===== src/rtl/mic_pkg.sv =====
// Shared types and constants for the MIPS-I integer core.
// Opcode, function and status codes; controller/datapath interface structs.
// No dependencies.
package mic_pkg;

  localparam logic [5:0] OP_SPECIAL = 6'h00;
  localparam logic [5:0] OP_REGIMM  = 6'h01;
  localparam logic [5:0] OP_J       = 6'h02;
  localparam logic [5:0] OP_JAL     = 6'h03;
  localparam logic [5:0] OP_BEQ     = 6'h04;
  localparam logic [5:0] OP_BNE     = 6'h05;
  localparam logic [5:0] OP_BLEZ    = 6'h06;
  localparam logic [5:0] OP_BGTZ    = 6'h07;
  localparam logic [5:0] OP_ADDI    = 6'h08;
  localparam logic [5:0] OP_ADDI_U  = 6'h09;
  localparam logic [5:0] OP_SLTI    = 6'h0A;
  localparam logic [5:0] OP_SLTIU   = 6'h0B;
  localparam logic [5:0] OP_ANDI    = 6'h0C;
  localparam logic [5:0] OP_ORI     = 6'h0D;
  localparam logic [5:0] OP_XORI    = 6'h0E;
  localparam logic [5:0] OP_LUI     = 6'h0F;
  localparam logic [5:0] OP_LB      = 6'h20;
  localparam logic [5:0] OP_LW      = 6'h23;
  localparam logic [5:0] OP_SB      = 6'h28;
  localparam logic [5:0] OP_SW      = 6'h2B;

  localparam logic [5:0] FN_SLL     = 6'h00;
  localparam logic [5:0] FN_SRL     = 6'h02;
  localparam logic [5:0] FN_SRA     = 6'h03;
  localparam logic [5:0] FN_SLLV    = 6'h04;
  localparam logic [5:0] FN_SRLV    = 6'h06;
  localparam logic [5:0] FN_SRAV    = 6'h07;
  localparam logic [5:0] FN_JR      = 6'h08;
  localparam logic [5:0] FN_SYSCALL = 6'h0C;
  localparam logic [5:0] FN_BREAK   = 6'h0D;
  localparam logic [5:0] FN_MFHI    = 6'h10;
  localparam logic [5:0] FN_MFLO    = 6'h12;
  localparam logic [5:0] FN_MULT    = 6'h18;
  localparam logic [5:0] FN_MULTU   = 6'h19;
  localparam logic [5:0] FN_DIV     = 6'h1A;
  localparam logic [5:0] FN_DIVU    = 6'h1B;
  localparam logic [5:0] FN_ADD     = 6'h20;
  localparam logic [5:0] FN_ADDU    = 6'h21;
  localparam logic [5:0] FN_SUB     = 6'h22;
  localparam logic [5:0] FN_SUBU    = 6'h23;
  localparam logic [5:0] FN_AND     = 6'h24;
  localparam logic [5:0] FN_OR      = 6'h25;
  localparam logic [5:0] FN_XOR     = 6'h26;
  localparam logic [5:0] FN_SLT     = 6'h2A;
  localparam logic [5:0] FN_SLTU    = 6'h2B;

  localparam logic [4:0] RT_BLTZ    = 5'h00;
  localparam logic [4:0] RT_BGEZ    = 5'h01;
  localparam logic [4:0] RT_BLTZAL  = 5'h10;
  localparam logic [4:0] RT_BGEZAL  = 5'h11;

  localparam logic [4:0] REG_ZERO   = 5'd0;
  localparam logic [4:0] REG_V0     = 5'd2;
  localparam logic [4:0] REG_A0     = 5'd4;
  localparam logic [4:0] REG_RA     = 5'd31;

  localparam logic [31:0] SYS_EXIT  = 32'd10;
  localparam logic [31:0] JMP_MASK  = 32'hF0000000;

  localparam logic [2:0] ST_OK      = 3'd0;
  localparam logic [2:0] ST_HOST    = 3'd1;
  localparam logic [2:0] ST_EXIT    = 3'd2;
  localparam logic [2:0] ST_ILLEGAL = 3'd3;
  localparam logic [2:0] ST_FAULT   = 3'd4;
  localparam logic [2:0] ST_HALTED  = 3'd5;

  localparam logic [0:0] CFG_START_PC  = 1'b0;
  localparam logic [0:0] CFG_DATA_BASE = 1'b1;

  localparam logic [31:0] START_PC_RST  = 32'h00400000;
  localparam logic [31:0] DATA_BASE_RST = 32'h10010000;

  typedef struct packed {
    logic clear;   // memory clearing pass
    logic fetch;   // latch instruction, read register file
    logic exec;    // decode/execute, issue memory read
    logic mem;     // memory data back: load value / store write
    logic commit;  // architectural update, load output register
  } ctrl_cmd_t;

  typedef struct packed {
    logic clear_done;
    logic need_mem;
    logic need_md;
    logic md_busy;
    logic out_free;
  } dp_stat_t;

  typedef struct packed {
    logic start;
    logic div;
    logic sgn;
  } md_cmd_t;

endpackage


===== src/rtl/mic_ctrl.sv =====
// Sequencing state machine for the core: clear, fetch, execute, memory,
// multiply/divide wait and commit. Depends on mic_pkg.
module mic_ctrl (
  input  logic               clk,
  input  logic               rst,
  input  logic               in_valid,
  output logic               in_stall,
  input  mic_pkg::dp_stat_t  stat,
  output mic_pkg::ctrl_cmd_t cmd
);

  localparam logic [2:0] S_CLEAR = 3'd0;
  localparam logic [2:0] S_IDLE  = 3'd1;
  localparam logic [2:0] S_EXEC  = 3'd2;
  localparam logic [2:0] S_MEM   = 3'd3;
  localparam logic [2:0] S_MD    = 3'd4;
  localparam logic [2:0] S_WB    = 3'd5;

  logic [2:0] state;
  logic [2:0] state_next;

  always_comb begin
    state_next = state;
    cmd = '0;
    in_stall = 1'b1;
    case (state)
      S_CLEAR: begin
        cmd.clear = 1'b1;
        if (stat.clear_done) state_next = S_IDLE;
      end
      S_IDLE: begin
        in_stall = 1'b0;
        if (in_valid) begin
          cmd.fetch = 1'b1;
          state_next = S_EXEC;
        end
      end
      S_EXEC: begin
        cmd.exec = 1'b1;
        if (stat.need_mem) state_next = S_MEM;
        else if (stat.need_md) state_next = S_MD;
        else state_next = S_WB;
      end
      S_MEM: begin
        cmd.mem = 1'b1;
        state_next = S_WB;
      end
      S_MD: begin
        if (!stat.md_busy) state_next = S_WB;
      end
      S_WB: begin
        if (stat.out_free) begin
          cmd.commit = 1'b1;
          state_next = S_IDLE;
        end
      end
      default: state_next = S_IDLE;
    endcase
  end

  always_ff @(posedge clk) begin
    if (rst) begin
      state <= S_CLEAR;
    end else begin
      state <= state_next;
    end
  end

endmodule


===== config.mk =====
export PLATFORM = sky130hd
export DESIGN_NAME = mic_ctrl
export DESIGN_NICKNAME = d
export VERILOG_FILES = /design/src/rtl/mic_pkg.sv /design/src/rtl/mic_ctrl.sv
export SDC_FILE = /design/constraint.sdc
export NUM_CORES = 1
export LEC_CHECK = 0
export CORE_AREA = 4 4 41 43
export CTS_CLUSTER_DIAMETER = 40
export DETAILED_ROUTE_END_ITERATION = 7
export DIE_AREA = 0 0 45 47
export DONT_BUFFER_PORTS = 1
export GPL_ROUTABILITY_DRIVEN = 0
export PLACE_DENSITY_LB_ADDON = 0.12
export SLEW_MARGIN = 15
export SYNTH_ARGS = -nofsm -noshare
export SYNTH_HDL_FRONTEND = slang
export SYNTH_SLANG_ARGS = --single-unit

===== constraint.sdc =====
create_clock -name clk -period 1.1 [get_ports clk]
set_clock_uncertainty 0.2 [all_clocks]
set_input_delay 0.055 -clock clk [delete_from_list [all_inputs] [get_ports clk]]
set_output_delay 0.055 -clock clk [all_outputs]
set_load 0.01 [all_outputs]

* Word level (Yosys, flattened, before mapping) *
Index checks and enable logic that the tools add are counted.

storage, ports and cells
  flip-flop bits (word level) = 3
  bits of input ports = 8
  output and inout bits = 6

cells by class
  equality and inequality tests = 9
  muxes and demuxes = 15
  reduce and logical (&&, ||, !) cells = 2

operators with widths
  operator                                                         count
  3-bit one-hot mux with 6 select lines                            1
  3-bit 2-to-1 mux                                                 5
  1-bit 2-to-1 mux                                                 9
  2-bit inequality test, second input constant                     4
  3-bit by 2-bit == test with 1-bit output, second input constant  2
  3-bit == test, second input constant                             2
  4-bit AND reduction                                              1
  3-bit by 1-bit == test with 1-bit output, second input constant  1
  3-bit logical NOT                                                1

* Depth between registers and ports, before layout *
  depth in word-level cells = 3
  mapped depth = 4

* Worst setup path before layout *
OpenSTA, ideal clock, no wires.

  path type = register to register
  start = reg state[2]
  end = reg state[0]
  arrival = 867 ps
  data required time = 766 ps
  path slack = -101 ps
  cell stages (with the launch flop) = 5
  path buffers = 1
  period minus slack after synthesis = 1,201 ps
  path through = dfxtp_1 > buf_6 > nand2b_4 > nor4b_2 > a2111oi_2

between the ends
  word-level cells in the longest chain between the ends = 3
  elaborated cells on any way between the ends = 12

RTL lines
  what                                    line            text
  from (decl)                             mic_ctrl.sv:19  logic [2:0] state;
  from (signal assigned)                  mic_ctrl.sv:65  state <= state_next;
  3-bit == test (tied with other cells)   mic_ctrl.sv:26  case (state)
  2-bit inequality test (no source line)  n/a
  4-bit AND reduction (no source line)    n/a

Parallel ways exist; a longest one is shown, timed or not.
A chain may end at the register's enable or synchronous reset.

* Worst setup path in the final report *
  start = reg state[0]
  end = out in_stall

between the ends
  word-level cells in the longest chain between the ends = 2

RTL lines
  what                                      line            text
  3-bit by 1-bit == test with 1-bit output  mic_ctrl.sv:26
  1-bit 2-to-1 mux                          mic_ctrl.sv:26
  to (decl)                                 mic_ctrl.sv:7   output logic in_stall,

Every way passes these cells.

==> metrics.txt <==
top fanout value on the critical path=8; ys flop type=sky130_fd_sc_hd__dfxtp_1; Vias=250; clock-pin slew on the worst setup and hold paths=0.04 ns; Tightest Pin Transition=0.2681 ns; worst hold slack after final layout=-0.1492 ns; sum of overflow across all layers after global routing=0; worst-skew pair later-pin latency=0.23 ns; Cell Area, Synth=241.5 um^2; Post-synth EDFFs=0; Net Count, Synth=34; layer with the highest usage=met2; biggest area consumer among synthesized cells=sky130_fd_sc_hd__dfxtp_1; Slew Limit Fails=0; final routed wirelength across all metal layers=669 um; clock network power share=38.4%; leading post-synthesis cells by instance count=sky130_fd_sc_hd__dfxtp_1 (3), sky130_fd_sc_hd__nand2_1 (3), sky130_fd_sc_hd__nor2_1 (3); Post-layout nets=52; Sink Count=3; number of DRC violations after detailed-routing iteration 0=1; Switching Share=29.92%; part of the power in combinational logic=34.6%; post-layout minimum cycle time=1.310 ns; detailed-routing iteration count for the pre-antenna-repair pass=2; share of synthesized cell area in and, or, nand and nor gates=49.22%; cell with the largest stage delay on the worst path=sky130_fd_sc_hd__dfxtp_4; max-cap check violation count=0; DRC violation count after routing=0; layout filler cell count=147; adder-cell share of the synthesized area=0%; proportion of synthesized area in mux cells=4.663%; critical path data required time=0.84 ns; Global Route Usage Sum=8.524%; pre-CTS WS=-0.1709 ns; Bufs and invs on worst path=1; registers with the highest flip-flop counts=state x3; buffer depth of the longest clock path=2; Routed WL per cell=11.53 um; routing usage on met2=11.30%; combinational family with the most area after synthesis=simple AND/OR/NAND/NOR gates; classification of the worst-slack hold path=input pin to flop; Ys Warns=0; placed standard-cell area=307.8 um^2; setup repair after global routing missed its margin=yes; internal power=360.5 uW; proportion of layout cells with a drive suffix above 1=81.40%; area inside the core boundary=0.001301 mm^2; top register by number of flip-flops=state; Hold Vio Cnt, Final=3; Period Utilization, post-route=119.1%; post-synthesis sequential area ratio=24.87%; distinct cell type count of the synthesized netlist=17; worst voltage drop across the vdd grid=279.1 uV; FMAX=0.7636 GHz; failing checks=negative hold slack, negative setup slack; register share of total power=27.1%; headroom to the max-slew limit=82.05%; CTS tree=built; synthesis-to-layout area growth=104.7%; IO buf count=0; critical path endpoint category=output port; number of buffers inserted by hold repair at cts=2; P_leak=0.0001989 uW; synthesis-stage register bit count=3; via-per-instance ratio=4.310; Die Y-Extent=47 um; startpoint type of the worst setup path=flop; result of the run=finished with violations; number of global-route vias before repair=252; first-pass GRT wire length=1138 um; kind of cell adding the most delay to the critical path=flip-flops; number of antenna violations at the first check in global routing=0; arrival time at the worst endpoint=1.05 ns; Yosys top cell area share=24.87%; Power per Cell Area=1041 mW/mm^2; CTS Root Buffer Type=sky130_fd_sc_hd__clkbuf_4; XOR/XNOR share of the synthesized area=0%; number of flip-flops under the largest register name=3; die area=0.002115 mm^2; number of diodes added for antenna fixing=0; DRT antenna net count=0; Starting Density=18.56%; fraction of met1 tracks used by global routing=8.390%; placed wire-length estimate after detailed placement=461.4 um; critical path start-end classification=flop to output port; global routing met3 resource utilization=6.130%; worst path cell trace=inv_2 -> or3_4; switching power total=153.9 uW; largest cells by area after synthesis=sky130_fd_sc_hd__dfxtp_1 (25%), sky130_fd_sc_hd__nand2b_4 (11%), sky130_fd_sc_hd__buf_6 (9.3%), sky130_fd_sc_hd__nor3_2 (8.3%), sky130_fd_sc_hd__a2111oi_2 (6.2%); Async S/R FF share, synth=0%; final non-filler cell area=494.2 um^2; final worst-path setup slack=-0.2096 ns; number of rows in the core area=13; clock buffer count from CTS=3; Gate Count Post-Synth=26; pin count of the biggest net entering global routing=9; complex-gate fraction of the synthesized area=10.36%; average footprint of a synthesized cell=9.288 um^2; top-level port count=14; largest incremental delay on the critical path=0.39 ns; Finish-stage setup viols=9; count of H-tree levels built during CTS=1; die extent in x=45 um
## worst reg2reg max path, delay by kind of cell (launching register included)
kind / cells / cell delay [ns]
buffers and inverters: 1 / 0.12
AND/OR/NAND/NOR: 2 / 0.42
flip-flops: 1 / 0.35
AO/OA/AOI/OAI: 1 / 0.05
## final timing paths
kind	slack [ns]	cells after the start	to	from
worst max-delay path	-0.21	2	in_stall	state[0]
worst min-delay path	-0.15	3	state[2]	stat[0]
worst max register to register	-0.17	4	state[0]	state[2]
worst min register to register	0.44	3	state[1]	state[2]
## per-stage QoR
stage | TNS, ns | instances | utilization (%) | power (uW) | hold WS [ns]
after floorplan | -0.09653 | 26 | - | 216.0 | -0.08270
after global placement | -0.7633 | 46 | 23.65 | 245.7 | -0.08104
after detailed placement | -0.8041 | 46 | 23.65 | 246.3 | -0.08090
after CTS | -1.214 | 56 | 35.48 | 506.0 | -0.1481
after global routing | -1.564 | 58 | 37.98 | 560.7 | -0.1590
final | -1.091 | 58 | 37.98 | 514.4 | -0.1492
## final cells by class
| class | instances | area [um^2] | area share [%] |
|---|---|---|---|
| clock buffer | 4 | 26.28 | 5.316 |
| inverter | 1 | 3.754 | 0.7595 |
| multi-input combinational | 20 | 226.5 | 45.82 |
| sequential | 3 | 71.32 | 14.43 |
| tap | 15 | 18.77 | 3.797 |
| timing repair buffer | 15 | 147.6 | 29.87 |
## cells by family (layout without fill, tap and decap cells)
family | after synthesis | count (layout)
compound gates | 3 | 3
buf+inv | 3 | 20
flops | 3 | 3
mux | 1 | 1
simple gates | 16 | 16
## power by group through the flow
| stage | sequential [uW] | combinational, uW | clock, uW |
|---|---|---|---|
| 2_1_floorplan | 127 | 88.9 | 0 |
| 3_3_place_gp | 140 | 106 | 0 |
| 3_5_place_dp | 141 | 106 | 0 |
| 4_1_cts | 139 | 164 | 204 |
| 5_1_grt | 141 | 190 | 229 |
| 6_report | 139 | 178 | 197 |
## what timing repair did
item                                   CTS  global route
endpoints found under the hold margin    3             3
pin swaps                                4             3
setup endpoints to repair                9             9
buffers inserted                         4             2
resized for setup                       20             3
## routing by layer
metal / share of wire, % / vias to the layer above
met5: 0 / -
met4: 3.4 / 0
met3: 11 / 4
met2: 50 / 9
met1: 36 / 114
li1: - / 123
## cell usage in the layout, fill, tap and decap left out, drive strengths merged
cell / netlist / routed
a2111oi: 1 / 1
a21oi: 1 / 1
buf: 2 / 13
clkbuf: 0 / 4
dfxtp: 3 / 3
dlygate4sd3: 0 / 1
dlymetal6s4s: 0 / 1
inv: 1 / 1
mux2: 1 / 1
nand2: 3 / 3
nand2b: 3 / 3
nand3b: 1 / 1
nor2: 3 / 3
nor3: 3 / 3
nor3b: 1 / 1
nor4b: 1 / 1
o21ai: 1 / 1
or3: 1 / 1
(Power assumes the default switching activity.)
